--- config.mk ---
export PLATFORM = sky130hd
export DESIGN_NAME = integer_to_ascii_radix
export DESIGN_NICKNAME = d
export VERILOG_FILES = /design/src/rtl/itoa_pkg.sv /design/src/rtl/integer_to_ascii_radix.sv /design/src/rtl/itoa_dabble.sv /design/src/rtl/itoa_emit.sv
export SDC_FILE = /design/constraint.sdc
export NUM_CORES = 1
export LEC_CHECK = 0
export BUFFER_PORTS_ARGS = -buffer_cell sky130_fd_sc_hd__buf_2
export CAP_MARGIN = 25
export CORE_MARGIN = 1.5
export CORE_UTILIZATION = 40
export DETAILED_ROUTE_END_ITERATION = 8
export PLACE_DENSITY = 0.61
export SYNTH_ARGS = -nofsm -noshare
export SYNTH_HDL_FRONTEND = slang
export SYNTH_HIERARCHICAL = 1
export SYNTH_SLANG_ARGS = --single-unit
--- constraint.sdc ---
create_clock -name clk -period 11.3 [get_ports clk]
set_input_delay 2.26 -clock clk [delete_from_list [all_inputs] [get_ports clk]]
set_output_delay 2.26 -clock clk [all_outputs]
set_load 0.005 [all_outputs]
--- src/rtl/itoa_pkg.sv ---
// shared codes, constants, types and helpers for the integer to ascii converter
package itoa_pkg;

  // default converted value width
  localparam int VALUE_WIDTH_DEF = 64;

  // conversion selector codes
  localparam logic [2:0] OP_SDEC = 3'd0;
  localparam logic [2:0] OP_UDEC = 3'd1;
  localparam logic [2:0] OP_HEX  = 3'd2;
  localparam logic [2:0] OP_OCT  = 3'd3;
  localparam logic [2:0] OP_BIN  = 3'd4;

  // digit size codes for the emitter
  localparam logic [1:0] DSZ_BIN = 2'd0;
  localparam logic [1:0] DSZ_OCT = 2'd1;
  localparam logic [1:0] DSZ_HEX = 2'd2;

  // ascii constants
  localparam logic [7:0] CHAR_ZERO      = 8'h30;
  localparam logic [7:0] CHAR_MINUS     = 8'h2d;
  localparam logic [7:0] CHAR_ALPHA_OFS = 8'h57;
  localparam logic [3:0] DEC_RADIX      = 4'd10;

  // emitter load control
  typedef struct packed {
    logic       load;
    logic       neg;
    logic [1:0] dsz;
  } emit_ctrl_t;

  // one digit to its ascii character
  function automatic logic [7:0] digit_char(input logic [3:0] d);
    logic [7:0] c;
    if (d >= DEC_RADIX) begin
      c = {4'h0, d} + CHAR_ALPHA_OFS;
    end else begin
      c = {4'h0, d} + CHAR_ZERO;
    end
    return c;
  endfunction

endpackage

--- src/rtl/integer_to_ascii_radix.sv ---
// integer to ascii text converter, top level
// One item takes a value and a selector and gives its text one character per item
// on the output, most significant first, with last marking the final character.
// Decimal runs through the bit-serial bcd unit, one value bit per cycle, then hands
// the digits to the emitter, which walks every digit position of the bcd register
// (leading zeros are walked past) after a minus sign for a negative signed value;
// hex, octal and binary go straight to the emitter, which walks their digit positions,
// ceil(VALUE_WIDTH/bits per digit) of them. Stalls on the output hold the walk.
module integer_to_ascii_radix #(
  parameter int VALUE_WIDTH = itoa_pkg::VALUE_WIDTH_DEF
) (
  input  logic        clk,
  input  logic        rst,
  input  logic        in_valid,
  output logic        in_stall,
  input  logic [2:0]  opcode,
  input  logic [63:0] value,
  output logic        out_valid,
  input  logic        out_stall,
  output logic [7:0]  out_char,
  output logic        last
);

  localparam int W     = VALUE_WIDTH;
  localparam int ND    = (W * 30103) / 100000 + 1;
  localparam int BCD_W = 4 * ND;
  localparam int NH    = (W + 3) / 4;
  localparam int NO    = (W + 2) / 3;
  localparam int RW0   = (BCD_W > 3 * NO) ? BCD_W : 3 * NO;
  localparam int RW    = (RW0 > 4 * NH) ? RW0 : 4 * NH;
  localparam int CW    = $clog2(RW + 1);

  typedef enum logic [2:0] {
    ST_IDLE = 3'b001,
    ST_CONV = 3'b010,
    ST_EMIT = 3'b100
  } state_t;

  state_t               state;
  state_t               state_next;
  logic                 neg_q;
  logic                 accept;
  logic [W-1:0]         vw;
  logic                 is_neg;
  logic [W-1:0]         mag;
  logic                 op_dec;
  logic                 op_pow2;
  logic [RW-1:0]        top_val;
  logic                 dab_done;
  logic [BCD_W-1:0]     bcd;
  logic                 emit_busy;
  itoa_pkg::emit_ctrl_t emit_ctrl;
  logic [RW-1:0]        load_data;
  logic [CW-1:0]        load_count;

  assign in_stall = (state != ST_IDLE);
  assign accept   = in_valid && !in_stall;

  // input decode and magnitude
  always_comb begin
    vw      = value[W-1:0];
    op_dec  = (opcode == itoa_pkg::OP_SDEC) || (opcode == itoa_pkg::OP_UDEC);
    op_pow2 = (opcode == itoa_pkg::OP_HEX) || (opcode == itoa_pkg::OP_OCT) ||
              (opcode == itoa_pkg::OP_BIN);
    is_neg  = (opcode == itoa_pkg::OP_SDEC) && vw[W-1];
    mag     = is_neg ? (~vw + W'(1)) : vw;
    top_val = RW'(vw) << (RW - W);
  end

  // emitter load selection
  always_comb begin
    emit_ctrl.load = 1'b0;
    emit_ctrl.neg  = 1'b0;
    emit_ctrl.dsz  = itoa_pkg::DSZ_HEX;
    load_data      = top_val;
    load_count     = CW'(NH);
    if (state == ST_CONV) begin
      emit_ctrl.load = dab_done;
      emit_ctrl.neg  = neg_q;
      load_data      = RW'(bcd) << (RW - BCD_W);
      load_count     = CW'(ND);
    end else begin
      emit_ctrl.load = accept && op_pow2;
      case (opcode)
        itoa_pkg::OP_OCT: begin
          emit_ctrl.dsz = itoa_pkg::DSZ_OCT;
          load_data     = top_val >> (3 * NO - W);
          load_count    = CW'(NO);
        end
        itoa_pkg::OP_BIN: begin
          emit_ctrl.dsz = itoa_pkg::DSZ_BIN;
          load_data     = top_val;
          load_count    = CW'(W);
        end
        default: begin
          emit_ctrl.dsz = itoa_pkg::DSZ_HEX;
          load_data     = top_val >> (4 * NH - W);
          load_count    = CW'(NH);
        end
      endcase
    end
  end

  // sequencer
  always_comb begin
    state_next = state;
    case (state)
      ST_IDLE: begin
        if (accept && op_dec) begin
          state_next = ST_CONV;
        end else if (accept && op_pow2) begin
          state_next = ST_EMIT;
        end
      end
      ST_CONV: begin
        if (dab_done) begin
          state_next = ST_EMIT;
        end
      end
      ST_EMIT: begin
        if (!emit_busy) begin
          state_next = ST_IDLE;
        end
      end
      default: state_next = ST_IDLE;
    endcase
  end

  always_ff @(posedge clk) begin
    if (rst) begin
      state <= ST_IDLE;
    end else begin
      state <= state_next;
    end
  end

  always_ff @(posedge clk) begin
    if (accept) begin
      neg_q <= is_neg;
    end
  end

  itoa_dabble #(
    .W  (W),
    .ND (ND)
  ) u_dabble (
    .clk   (clk),
    .rst   (rst),
    .start (accept && op_dec),
    .mag   (mag),
    .done  (dab_done),
    .bcd   (bcd)
  );

  itoa_emit #(
    .RW (RW),
    .CW (CW)
  ) u_emit (
    .clk        (clk),
    .rst        (rst),
    .ctrl       (emit_ctrl),
    .load_data  (load_data),
    .load_count (load_count),
    .busy       (emit_busy),
    .out_valid  (out_valid),
    .out_stall  (out_stall),
    .out_char   (out_char),
    .last       (last)
  );

  // checks
  a_idle_not_busy: assert property (@(posedge clk) disable iff (rst)
    !in_stall |-> !emit_busy)
    else $error("input open while emitter busy");

  a_done_in_conv: assert property (@(posedge clk) disable iff (rst)
    dab_done |-> (state == ST_CONV))
    else $error("bcd done outside conversion");

  a_load_when_free: assert property (@(posedge clk) disable iff (rst)
    emit_ctrl.load |-> !emit_busy)
    else $error("emitter loaded while busy");

  a_busy_from_load: assert property (@(posedge clk) disable iff (rst)
    $rose(emit_busy) |-> $past(emit_ctrl.load))
    else $error("emitter started without load");

endmodule

--- src/rtl/itoa_dabble.sv ---
// bit-serial binary to bcd conversion unit, one input bit per cycle
module itoa_dabble #(
  parameter int W  = itoa_pkg::VALUE_WIDTH_DEF,
  parameter int ND = 20
) (
  input  logic            clk,
  input  logic            rst,
  input  logic            start,
  input  logic [W-1:0]    mag,
  output logic            done,
  output logic [4*ND-1:0] bcd
);

  localparam int CNTW = $clog2(W + 1);

  logic [W-1:0]    sh;
  logic [CNTW-1:0] cnt;
  logic            busy;
  logic [4*ND-1:0] adj;

  // add three to every digit of five or more before the shift
  always_comb begin
    for (int i = 0; i < ND; i++) begin
      if (bcd[4*i +: 4] >= 4'd5) begin
        adj[4*i +: 4] = bcd[4*i +: 4] + 4'd3;
      end else begin
        adj[4*i +: 4] = bcd[4*i +: 4];
      end
    end
  end

  // control
  always_ff @(posedge clk) begin
    if (rst) begin
      busy <= 1'b0;
      done <= 1'b0;
      cnt  <= '0;
    end else begin
      done <= 1'b0;
      if (start) begin
        busy <= 1'b1;
        cnt  <= CNTW'(W);
      end else if (busy) begin
        cnt <= cnt - 1'b1;
        if (cnt == CNTW'(1)) begin
          busy <= 1'b0;
          done <= 1'b1;
        end
      end
    end
  end

  // shift registers
  always_ff @(posedge clk) begin
    if (start) begin
      sh  <= mag;
      bcd <= '0;
    end else if (busy) begin
      sh  <= sh << 1;
      bcd <= {adj[4*ND-2:0], sh[W-1]};
    end
  end

endmodule

--- src/rtl/itoa_emit.sv ---
// character emitter: walks the digit register msb first into the output register
module itoa_emit #(
  parameter int RW = 80,
  parameter int CW = 7
) (
  input  logic                 clk,
  input  logic                 rst,
  input  itoa_pkg::emit_ctrl_t ctrl,
  input  logic [RW-1:0]        load_data,
  input  logic [CW-1:0]        load_count,
  output logic                 busy,
  output logic                 out_valid,
  input  logic                 out_stall,
  output logic [7:0]           out_char,
  output logic                 last
);

  logic [RW-1:0] r;
  logic [CW-1:0] n;
  logic [1:0]    dsz;
  logic          neg_pend;
  logic          started;

  logic          advance;
  logic [3:0]    digit;
  logic [RW-1:0] r_next;
  logic          skip;
  logic          emit;
  logic [7:0]    char_next;
  logic          last_next;

  assign advance = busy && (!out_valid || !out_stall);

  // top digit and shifted register
  always_comb begin
    case (dsz)
      itoa_pkg::DSZ_BIN: begin
        digit  = {3'b000, r[RW-1]};
        r_next = r << 1;
      end
      itoa_pkg::DSZ_OCT: begin
        digit  = {1'b0, r[RW-1 -: 3]};
        r_next = r << 3;
      end
      default: begin
        digit  = r[RW-1 -: 4];
        r_next = r << 4;
      end
    endcase
  end

  // leading zeros are dropped, the last digit always goes out
  always_comb begin
    skip      = !neg_pend && !started && (digit == 4'd0) && (n != CW'(1));
    emit      = advance && !skip;
    char_next = neg_pend ? itoa_pkg::CHAR_MINUS : itoa_pkg::digit_char(digit);
    last_next = !neg_pend && (n == CW'(1));
  end

  // walk control
  always_ff @(posedge clk) begin
    if (rst) begin
      busy     <= 1'b0;
      neg_pend <= 1'b0;
      started  <= 1'b0;
    end else if (ctrl.load) begin
      busy     <= 1'b1;
      neg_pend <= ctrl.neg;
      started  <= 1'b0;
    end else if (advance) begin
      if (neg_pend) begin
        neg_pend <= 1'b0;
      end else begin
        if (!skip) begin
          started <= 1'b1;
        end
        if (n == CW'(1)) begin
          busy <= 1'b0;
        end
      end
    end
  end

  // digit register and count
  always_ff @(posedge clk) begin
    if (ctrl.load) begin
      r   <= load_data;
      n   <= load_count;
      dsz <= ctrl.dsz;
    end else if (advance && !neg_pend) begin
      r <= r_next;
      n <= n - 1'b1;
    end
  end

  // output register
  always_ff @(posedge clk) begin
    if (rst) begin
      out_valid <= 1'b0;
    end else if (emit) begin
      out_valid <= 1'b1;
    end else if (!out_stall) begin
      out_valid <= 1'b0;
    end
  end

  always_ff @(posedge clk) begin
    if (emit) begin
      out_char <= char_next;
      last     <= last_next;
    end
  end

endmodule
# Word-level counts from Yosys, hierarchy flattened
# Cells that the tools add are included.
dict set report word_totals {
  register_bits 259
  wordCells 174
  inputBits 71
  output_inout_bits 11
}
dict set report classes {
  n_eq_ne 17
  n_mux 56
  n_reduce_logical 34
  order_cmp 21
  add_sub_neg 25
  n_bitwise 4
}
# op count
set op_table {}
lappend op_table {{80-bit 2-to-1 mux} 4}
lappend op_table {{64-bit 2-to-1 mux} 3}
lappend op_table {{80-bit one-hot mux with 2 select lines} 1}
lappend op_table {{4-bit by 3-bit >= comparator with 1-bit output (second input constant)} 20}
lappend op_table {{4-bit by 2-bit adder with 4-bit output (second input constant)} 19}
lappend op_table {{4-bit 2-to-1 mux} 19}
lappend op_table {{64-bit by 1-bit adder with 64-bit output (second input constant)} 1}
lappend op_table {{64-bit inverter} 1}
lappend op_table {{7-bit 2-to-1 mux} 5}
lappend op_table {{3-bit 2-to-1 mux} 5}
lappend op_table {{7-bit by 1-bit == test with 1-bit output (second input constant)} 2}
lappend op_table {{1-bit 2-to-1 mux} 14}
lappend op_table {{7-bit one-hot mux with 2 select lines} 1}
lappend op_table {{7-bit by 1-bit subtractor with 7-bit output (second input constant)} 2}
lappend op_table {{1-bit logical AND} 11}
lappend op_table {{3-bit by 2-bit == test with 1-bit output (second input constant)} 3}
lappend op_table {{3-bit one-hot mux with 3 select lines} 1}
lappend op_table {{3-bit AND reduction} 3}
lappend op_table {{4-bit by 7-bit adder with 8-bit output (second input constant)} 1}
lappend op_table {{8-bit 2-to-1 mux} 1}
lappend op_table {{4-bit one-hot mux with 2 select lines} 1}
lappend op_table {{2-bit nonzero test} 4}
lappend op_table {{4-bit by 6-bit adder with 7-bit output (second input constant)} 1}
lappend op_table {{7-bit by 1-bit inequality test with 1-bit output (second input constant)} 1}
lappend op_table {{other kinds (18)} 33}

# Longest topological paths before layout
# Gate-level depths: netlist of the first run.
dict set report logic_depth {
  word_depth 8
  depth_mapped 13
}

# By module
# Netlist of the first run, hierarchy kept.
# module area_per_inst_um2 instances cells_each
set modules_own_cells {}
lappend modules_own_cells {itoa_dabble 7813.7 1 774}
lappend modules_own_cells {itoa_emit 6183.4 1 546}
lappend modules_own_cells {integer_to_ascii_radix 3184.3 1 506}

# Least setup slack after synthesis of the first run
# OpenSTA, ideal clock, no wires.
dict set report synth_path {
  path_kind {input to register}
  start {input out_stall}
  end {register u_emit.n[0] (enable)}
  slack_ns 2.067
  arrival_ns 8.580
  n_path_buf 0
  stages 2
  setup_ns 0.652
  path_cell_list {a21bo_2 > o21ai_0}
}
dict set report synth_between {
  elab_chain_len 5
}
# element line
set synth_lines {}
lappend synth_lines {{start, declared} integer_to_ascii_radix.sv:19} ;# input logic out_stall,
lappend synth_lines {{1-bit zero test} itoa_emit.sv:32} ;# assign advance = busy && (!out_valid || !out_stall);
lappend synth_lines {{1-bit logical OR} itoa_emit.sv:32}
lappend synth_lines {{1-bit logical AND} itoa_emit.sv:32}
lappend synth_lines {{1-bit logical AND} itoa_emit.sv:90} ;# end else if (advance && !neg_pend) begin
lappend synth_lines {{2-bit nonzero test (no line)} n/a}
lappend synth_lines {{end signal, assigned} itoa_emit.sv:88} ;# n <= load_count;
lappend synth_lines {{end signal, assigned} itoa_emit.sv:92} ;# n <= n - 1'b1;
lappend synth_lines {{end, declared} itoa_emit.sv:19} ;# logic [CW-1:0] n;
# Every way passes these cells.
# A chain may end at the register's enable or synchronous reset.

# Worst setup path after layout of the first run
dict set report layout_path {
  start {input value[1]}
  end {register u_dabble.sh[42] (data pin)}
}
dict set report layout_between {
  elab_chain_len 4
}
# element line
set layout_lines {}
lappend layout_lines {{start, declared} integer_to_ascii_radix.sv:17} ;# input logic [63:0] value,
lappend layout_lines {{64-bit inverter} integer_to_ascii_radix.sv:66} ;# mag = is_neg ? (~vw + W'(1)) : vw;
lappend layout_lines {{64-bit by 1-bit adder with 64-bit output} integer_to_ascii_radix.sv:66}
lappend layout_lines {{64-bit 2-to-1 mux} integer_to_ascii_radix.sv:66}
lappend layout_lines {{net mag[42]} integer_to_ascii_radix.sv:45} ;# logic [W-1:0] mag;
lappend layout_lines {{64-bit 2-to-1 mux} itoa_dabble.sv:55} ;# if (start) begin
lappend layout_lines {{end signal, assigned} itoa_dabble.sv:56} ;# sh <= mag;
lappend layout_lines {{end signal, assigned} itoa_dabble.sv:59} ;# sh <= sh << 1;
lappend layout_lines {{end, declared} itoa_dabble.sv:16} ;# logic [W-1:0] sh;
# The timed path passes the listed nets, and every way through them passes these cells.

==> results of run 1 <==
-- metal layers --
metal	vias up	wire length [microns]	track usage (%)
met2	333	18800	30.1
met1	6477	20000	26.5
li1	6738	-	-
met5	-	0	0
met3	50	1960	2.29
met4	0	761	3.97
-- through the flow --
| step | std cells | hold WS, ps |
|---|---|---|
| after floorplan | 1828 | 445 |
| after global placement | 2343 | 458 |
| after detailed placement | 2344 | 472 |
| after CTS | 2401 | 483 |
| after global routing | 2403 | 506 |
| final | 2403 | 481 |
-- layout make-up --
type / count / area, sq um / share of cell area [%]
Multi-Input combinational cell: 1342 / 9390 / 49.7
Sequential cell: 258 / 6790 / 35.9
Clock buffer: 48 / 921 / 4.88
Tap cell: 539 / 674 / 3.57
Timing Repair Buffer: 101 / 594 / 3.15
Inverter: 106 / 398 / 2.11
Clock inverter: 9 / 116 / 0.616
-- flip-flops by register name, summed over array words and instances (netlist names), 2 cells and up --
signal and flops:
u_dabble/bcd 80, u_emit/r 80, u_dabble/sh 64, u_dabble/cnt 7, u_emit/n 7, u_emit/out_char 7
state 3, u_emit/dsz 2
-- worst reg2reg max path, cell delays in order (launching register included) --
cell and delay (ps):
sky130_fd_sc_hd__dfxtp_1 670, sky130_fd_sc_hd__inv_1 170, sky130_fd_sc_hd__nor3_2 210, sky130_fd_sc_hd__buf_4 590, sky130_fd_sc_hd__nand2_1 190, sky130_fd_sc_hd__o21ai_2 90, sky130_fd_sc_hd__buf_4 290, sky130_fd_sc_hd__inv_2 100
sky130_fd_sc_hd__o21ai_4 140, sky130_fd_sc_hd__buf_12 240, sky130_fd_sc_hd__buf_4 630
-- worst paths after layout --
path / from / end / slack (ps) / depth (start not counted)
worst min-delay path: u_dabble/bcd[79] / u_dabble/bcd[79] / 480 / 2
worst max-delay path: value[1] / u_dabble/sh[42] / 6700 / 9
worst max register to register: state[1] / u_emit/r[45] / 7560 / 10
worst min register to register: u_dabble/bcd[79] / u_dabble/bcd[79] / 480 / 2
-- report_power, final --
part	internal (W)	switching, W	total (W)
sequential	0.00124	0.000225	0.00147
clock	0.000623	0.000401	0.00102
combinational	0.000452	0.000594	0.00105
-- synth_stat cells (all sizes together) (19+ instances only) --
cell type,count
xor2,43
o21ai,233
nor4,19
a21oi,105
nand2,204
nor2,69
inv,106
nand4,25
dfxtp,96
nand3,26
mux2,140
edfxtp,162
nor3,40
ha,48
xnor2,28
mux2i,136
a31oi,20
buf,70
clkbuf,52
-- cell families after synthesis --
logic type	count (synthesis)	synth area share [%]
AND/OR/NAND/NOR	452	12.9
AO/OA/AOI/OAI	491	17.3
adder cells (fa/ha/maj)	48	3.50
XOR/XNOR	71	3.62
other	2	0.0437
buffers and inverters	228	6.07
flip-flops	258	39.5
multiplexers	276	17.1
==> results by stage, run 1 <==
Clock tree:
- CTS built an H-tree with a depth of 1.
- The tree built by TritonCTS fans out to 258 sinks.
- The clock passes through at most 3 buffers.
- Post-CTS repair changed the size of 0 cells.
- Buffers added to address setup during post-CTS repair amount to 0.
- At the later pin of the worst-skew pair, clock insertion delay measures 570 ps.
- Clock-pin slew was measured on the worst setup and hold paths at 60 ps.
- The quantity of hold-fixing buffers added after cts is 0.
- The library cell used as clock root buffer is sky130_fd_sc_hd__clkbuf_16.
- The TritonCTS clock tree is yes.
- The number of buffers added by the clock tree synthesis step is 31.

Global route:
- The number of antenna violations at the first check in global routing came to 0.
- The first global-routing pass estimated 67800 microns of wire.
- The number of global-route vias before repair is 13074.
- Entering global routing, the biggest net connects 114 pins.
- The total global-route track usage is 18.6%.
- For this run the aggregate overflow at the end of global routing stands at 0.

Worst setup path:
- The worst setup path is of the input port to flip-flop kind.
- The worst endpoint required time is 11620 ps.
- Broken down by cell family, the worst path's largest delay share belongs to simple AND/OR/NAND/NOR gates.
- The maximum single-stage delay on the critical path is 800 ps.
- Data arrives at the worst endpoint at 4910 ps.
- Together, buffers and inverters on the worst path number 2.
- The worst setup path is launched from an input port.
- The worst setup path is captured at a flip-flop.
- The critical path goes through buf_2 -> inv_1 -> ha_1 -> nor3b_1 -> nand4_1 -> nor4_4 -> a31oi_1 -> xor2_1 -> mux2_2.
- The cell with the biggest individual delay on the critical path is sky130_fd_sc_hd__nor4_4.
- In this run the worst path has a maximum fanout of 7.

STA:
- Based on the critical path, the design can be clocked at up to 218 MHz.
- The sum of negative setup slack is 0 ps.
- The total count of max-transition violations in the final report is 0.
- Subtracting the final worst setup slack from the clock period gives 4600 ps.
- Setup slack closes at 6700 ps.
- Setup repair after global routing left no endpoint under its margin.
- The pin slew with the least headroom to its limit is 1030 ps.
- The number of failing hold endpoints at the final stage came to 0.
- The fraction of the cycle the final worst path needs is 40.7%.
- Between clock sinks in the finished design, the worst skew comes to 12.3 ps.
- Setup violations remaining at the end of the flow were counted as 0.
- Headroom to the max-slew limit came out at 31.0%.

Place:
- The global placer's final weighted congestion is 0.822.
- The minimum setup slack after placement is 6000 ps.
- Detailed placement ended at an HPWL of 27400 microns.
- The number of buffer cells added on primary ports is 80.
- The post-placement cell area is 17800 sq um.

Floorplanning:
- In this run the count of I/O pins placed on the die edge is 82.
- The die is 210 microns tall.
- The floorplan has 75 rows.
- The total die area is 44200 sq um.
- The placeable core region is 42100 sq um.
- The initial utilization of the core area, before any placement, comes to 40.8%.
- The die is 210 microns wide.

Layout:
- For this run, the post-layout net count is 1959.
- After routing the design area is 18900 sq um.
- The filler cells instantiated in the layout total 4035.
- The utilization of the core after routing is 44.8%.
- The library cell used most frequently in the layout, excluding fill and tap cells, is sky130_fd_sc_hd__o21ai_0.
- The share of final-layout standard cells stronger than drive strength 1 is 17.1%.
- The top cell types in the final layout, fill and taps aside, are sky130_fd_sc_hd__o21ai_0 (223), sky130_fd_sc_hd__nand2_1 (201), sky130_fd_sc_hd__edfxtp_1 (162).
- The area growth from synthesis to layout is 9.93%.
- The number of inserted diodes is 0.

Synth:
- Yosys attributes the largest share of cell area to sky130_fd_sc_hd__edfxtp_1 (28%), sky130_fd_sc_hd__dfxtp_1 (11%), sky130_fd_sc_hd__mux2_2 (9.2%).
- The number of storage elements in the synthesis netlist is 258.
- The number of warnings reported in the yosys synthesis log is 6.
- For this run, the leading register cell type out of synthesis is sky130_fd_sc_hd__edfxtp_1.
- A synthesized cell averages 9.41 sq um.
- The share of the synthesized area in the top cell type is 28.3%.
- Of all flip-flops after synthesis, the portion carrying an async set or reset was 0%.
- The post-synth design cell area is 17200 sq um.
- The cell type with the largest total area after synthesis is sky130_fd_sc_hd__edfxtp_1.
- The sequential element share of the synthesized area is 39.5%.
- The number of enable flip-flop cells after synthesis is 162.
- The post-synthesis cell type count is 73.
- In the synthesized netlist, the number of instances is 1826.

Drt:
- The final layout contains routed wiring with a total length of 41600 microns.
- Using the TritonRoute via totals, the vias-per-cell ratio works out to 5.66.
- After the first detailed-routing iteration, the DRC count stood at 1076.
- The first detailed-routing pass took 8 iterations.
- The detail route stage leaves a number of antenna-violating nets equal to 0.
- The number of design rule violations left after detail routing is 0.
- The via count of the routed design is 13598.
- After detailed routing, the average wire length per cell comes to 17.3 microns.

Worst hold path:
- The classification of the worst-slack hold path is flip-flop to flip-flop.

Pwr:
- Power comes to 0.00354 W.
- The analysis attributes to cell leakage a power of 7.30 nW.
- Power spread over the standard cell area amounts to 187 nW/um^2.
- The peak supply drop is 108 uV.

Status:
- The flow ran to the end, and the final reports show no timing, DRC or antenna violations.

Job:
- Across the run, the number of max-cap violations was 0.
(Power assumes the default switching activity.)
==> run 2, diff against run 1 <==
ABC_AREA = 1   (was not set)
clock period = 4.5 ns   (was 11.3 ns; I/O delays follow)
==> run 2 against run 1 <==
  * Synthesized cell count is 38% higher
  * Combinational power is 5% lower
  * Sequential power is 96% higher
  * First-iteration DRC count is 48% higher
  * Flip-flop and latch count stayed put
  * Clock skew is 18 ps higher
  * Non-clock buffer count is 1 higher
  * Count of clock-buffer cells in the layout is 8 lower
  * Clock power is 140% higher
  * Critical path depth stayed put
  * Critical path type unchanged
  * Critical endpoint is now u_emit/r[44]
  * Largest cell class unchanged
  * Largest power group unchanged
==> results by stage, run 2 <==
Worst hold path:
- The classification of the worst-slack hold path is flip-flop to flip-flop (unchanged).
- The number of cells on the worst hold path was 2 (unchanged).

Floorplanning:
- The total die area came to 44700 sq um (was 44200 sq um).
- The die extent in x was 211 microns (was 210 microns).
- The die outline height is 211 microns (was 210 microns).
- The placeable core region is 43000 sq um (was 42100 sq um).
- The number of top-level pins is 82 (unchanged).
- The total number of placement rows was 76 (was 75).
- The initial cell density of the core was 40.4% (was 40.8%).

Drt:
- The via count of the routed design is 16381 (was 13598).
- The routed via count divided by cell count is 5.19 (was 5.66).
- The remaining antenna violation count after routing is 0 (unchanged).
- The initial DRC count is 1597 (was 1076).
- The first-pass iteration count of the detailed router is 6 (was 8).
- The number of design rule violations left after detail routing was 0 (unchanged).
- The routed length per instance is 16.0 microns (was 17.3 microns).
- The wire length after detailed routing came to 50600 microns (was 41600 microns).

Worst setup path:
- Crit-path cells: buf_2 -> nor2_1 -> inv_1 -> nor2_1 -> o21ai_0 -> nand2_2 -> inv_2 -> nand2_4 -> buf_4 (was buf_2 -> inv_1 -> ha_1 -> nor3b_1 -> nand4_1 -> nor4_4 -> a31oi_1 -> xor2_1 -> mux2_2).
- The cell that appears most often on the critical path is sky130_fd_sc_hd__nor2_1.
- The data arrival at the endpoint of the critical path is 2840 ps (was 4910 ps).
- The maximum single-stage delay on the critical path came to 530 ps (was 800 ps).
- The type of element launching the critical path was an input port (unchanged).
- The top cell family by delay on the critical path is buffers and inverters (was simple AND/OR/NAND/NOR gates).
- The worst path buffer plus inverter count is 4 (was 2).
- The cell count of the worst reg-to-reg path came to 9 (was 10).
- The kind of critical path was input port to flip-flop (unchanged).
- The cell with the biggest individual delay on the critical path is sky130_fd_sc_hd__buf_4 (was sky130_fd_sc_hd__nor4_4).
- The largest fanout of any net on the critical path is 41 (was 7).
- The critical path depth in cells came to 9 (unchanged).
- The worst endpoint required time was 4700 ps (was 11620 ps).
- The category of the worst setup path capture point was a flip-flop (unchanged).

STA:
- The pin slew with the least headroom to its limit is 1030 ps (about the same).
- The final critical-path required period is 2640 ps.
- The worst hold margin is 466 ps (was 481 ps).
- The number of failing hold endpoints at the final stage is 0 (unchanged).
- The sum of negative setup slack is 0 ps (unchanged).
- Unrepaired setup endpoints after global routing: false (unchanged).
- The fraction of the cycle the final worst path needs is 58.8%.
- The worst-case clock skew is 30.4 ps (was 12.3 ps).
- The worst relative slew slack is 31.3% (was 31.0%).
- The total setup violations reported at the end of the flow is 0 (unchanged).
- The worst setup slack after layout was 1860 ps (was 6700 ps).
- The total count of max-transition violations in the final report is 0 (unchanged).
- Static timing analysis puts the maximum clock frequency at 378 MHz.

Clock tree:
- The TritonCTS clock tree was yes (unchanged).
- The library cell used as clock root buffer is sky130_fd_sc_hd__clkbuf_16 (unchanged).
- The post-cts gate resize count came to 0 (unchanged).
- The number of buffers added by the clock tree synthesis step is 30 (was 31).
- The clock sink count is 258 (unchanged).
- The largest buffer count on any clock path came to 3 (unchanged).
- The clock latency of the later-clocked register in the worst-skew pair is 590 ps (was 570 ps).
- The quantity of hold-fixing buffers added after cts was 0 (unchanged).
- The post-CTS setup buffer count is 0 (unchanged).
- The clock transition at the register clock pins on the worst setup and hold paths after CTS is 60 ps (about the same).
- The number of H-tree levels was 1 (unchanged).

Layout:
- Top library cells by usage in the layout, fill and taps aside: sky130_fd_sc_hd__nand2_1 (951), sky130_fd_sc_hd__inv_1 (313), sky130_fd_sc_hd__nand3_1 (212) (was sky130_fd_sc_hd__o21ai_0 (223), sky130_fd_sc_hd__nand2_1 (201), sky130_fd_sc_hd__edfxtp_1 (162)).
- The most common cell after layout, fill and taps aside is sky130_fd_sc_hd__nand2_1 (was sky130_fd_sc_hd__o21ai_0).
- Largest registers: u_dabble/bcd: 80 flops, u_emit/r: 80 flops, u_dabble/sh: 64 flops (unchanged).
- The share of final-layout standard cells stronger than drive strength 1 is 8.13% (was 17.1%).
- The non-filler instance count after layout is 3157 (was 2403).
- The post-layout net count came to 2667 (was 1959).
- The number of inserted diodes is 0 (unchanged).
- The area growth from synthesis to layout was 10.1% (was 9.93%).

Global route:
- The number of antenna violations at the first check in global routing came to 0 (unchanged).
- The total global-route track usage is 22.6% (was 18.6%).
- The number of global-route vias before repair was 15455 (was 13074).
- The global-route wire length before repair is 81200 microns (was 67800 microns).
- The total grt overflow is 0 (unchanged).
- The pin count of the biggest net entering global routing was 97 (was 114).

Synth:
- The number of warnings reported in the yosys synthesis log is 6 (unchanged).
- The share of the synthesized area in the top cell type is 28.0% (was 28.3%).
- The number of enable flip-flop cells after synthesis is 162 (unchanged).
- Synth cell count leaders: sky130_fd_sc_hd__nand2_1 (955), sky130_fd_sc_hd__inv_1 (316), sky130_fd_sc_hd__nand3_1 (212) (was sky130_fd_sc_hd__o21ai_0 (225), sky130_fd_sc_hd__nand2_1 (203), sky130_fd_sc_hd__edfxtp_1 (162)).
- The most frequent cell after synthesis is sky130_fd_sc_hd__nand2_1 (was sky130_fd_sc_hd__o21ai_0).
- The synthesized area per cell is 6.88 sq um (was 9.41 sq um).
- The post-synthesis cell type count was 41 (was 73).
- The post-synth design cell area is 17400 sq um (was 17200 sq um).
- Top cells by area in the synthesized netlist: sky130_fd_sc_hd__edfxtp_1 (28%), sky130_fd_sc_hd__nand2_1 (21%), sky130_fd_sc_hd__dfxtp_1 (11%) (was sky130_fd_sc_hd__edfxtp_1 (28%), sky130_fd_sc_hd__dfxtp_1 (11%), sky130_fd_sc_hd__mux2_2 (9.2%)).
- The sequential element share of the synthesized area was 39.1% (was 39.5%).
- The cell type with the largest total area after synthesis is sky130_fd_sc_hd__edfxtp_1 (unchanged).
- The instance count of the mapped netlist is 2522 (was 1826).
- The number of storage elements in the synthesis netlist is 258 (unchanged).
- The share of async-settable or async-resettable flops after synthesis is 0% (unchanged).
- The most used flip-flop cell after synthesis is sky130_fd_sc_hd__edfxtp_1 (unchanged).

Pwr:
- The peak supply drop came to 296 uV (was 108 uV).
- The total power is 0.00631 W (was 0.00354 W).
- The power density relative to cell area is 330 nW/um^2 (was 187 nW/um^2).
- The leakage power summed over all cells is 8.45 nW (was 7.30 nW).

Place:
- The number of placed cells counting well taps is 3101 (was 2344).
- The minimum setup slack after placement is 1260 ps (was 6000 ps).
- The post-detailed-placement half-perimeter wirelength was 35500 microns (was 27400 microns).
- The number of buffer cells added on primary ports was 80 (unchanged).
- The global placer's final weighted congestion is 0.945 (was 0.822).

Job:
- The reported max-cap violation count was 0 (unchanged).

Status:
- Status: completed (unchanged).
[run 2: final cells by class]
cell class                      count  area [sq um]
Fill cell                        4552         23900
Clock inverter                     16           149
Clock buffer                       40           818
Multi-Input combinational cell   1834          8830
Tap cell                          585           732
Timing Repair Buffer              102           591
Sequential cell                   258          6790
Inverter                          322          1210
[run 2: layer usage]
layer | vias to the layer above | wire [microns] | track usage, %
met5 | - | 0 | 0
met2 | 528 | 23300 | 37.9
met4 | 0 | 1410 | 7.39
met1 | 7596 | 22700 | 30.5
met3 | 88 | 3110 | 2.21
li1 | 8169 | - | -
[run 2: path summary, 6_finish.rpt]
check	from	endpoint	slack, ps
worst max-delay path	opcode[1]	u_emit/r[44]	1860
worst max register to register	state[2]	u_emit/r[44]	1920
worst min-delay path	u_dabble/bcd[77]	u_dabble/bcd[77]	470
worst min register to register	u_dabble/bcd[77]	u_dabble/bcd[77]	470
[run 2: report_power, final]
group / switching (W) / total [W] / internal [W]
Sequential: 0.000123 / 0.00288 / 0.00276
Combinational: 0.000685 / 0.00100 / 0.000319
Clock: 0.00103 / 0.00243 / 0.00139
Total: 0.00184 / 0.00631 / 0.00447
[run 2: worst register-to-register path, delay by kind of cell (launching register included)]
kind | cells | cell delay, ps
buffers and inverters | 5 | 1310
flip-flops | 1 | 320
AND/OR/NAND/NOR | 4 | 570
[run 2: metrics by stage]
| step | instance area, sq um | utilization, % |
|---|---|---|
| after CTS | 19100 | 44.5 |
| after detailed placement | 18200 | 42.2 |
| final | 19100 | 44.5 |
| after floorplan | 17400 | - |
| after global routing | 19100 | 44.5 |
| after global placement | 18200 | 42.2 |
[run 2: cells by family (layout without fill, tap and decap cells)]
| family | Yosys count | after routing | share of synthesized area [%] |
|---|---|---|---|
| buffers and inverters | 432 | 480 | 10.2 |
| AO/OA/AOI/OAI | 346 | 346 | 11.9 |
| other | 2 | 4 | 0.0433 |
| adder cells (fa/ha/maj) | 48 | 48 | 3.46 |
| XOR/XNOR | 39 | 39 | 2.01 |
| flip-flops | 258 | 258 | 39.1 |
| AND/OR/NAND/NOR | 1397 | 1397 | 33.2 |
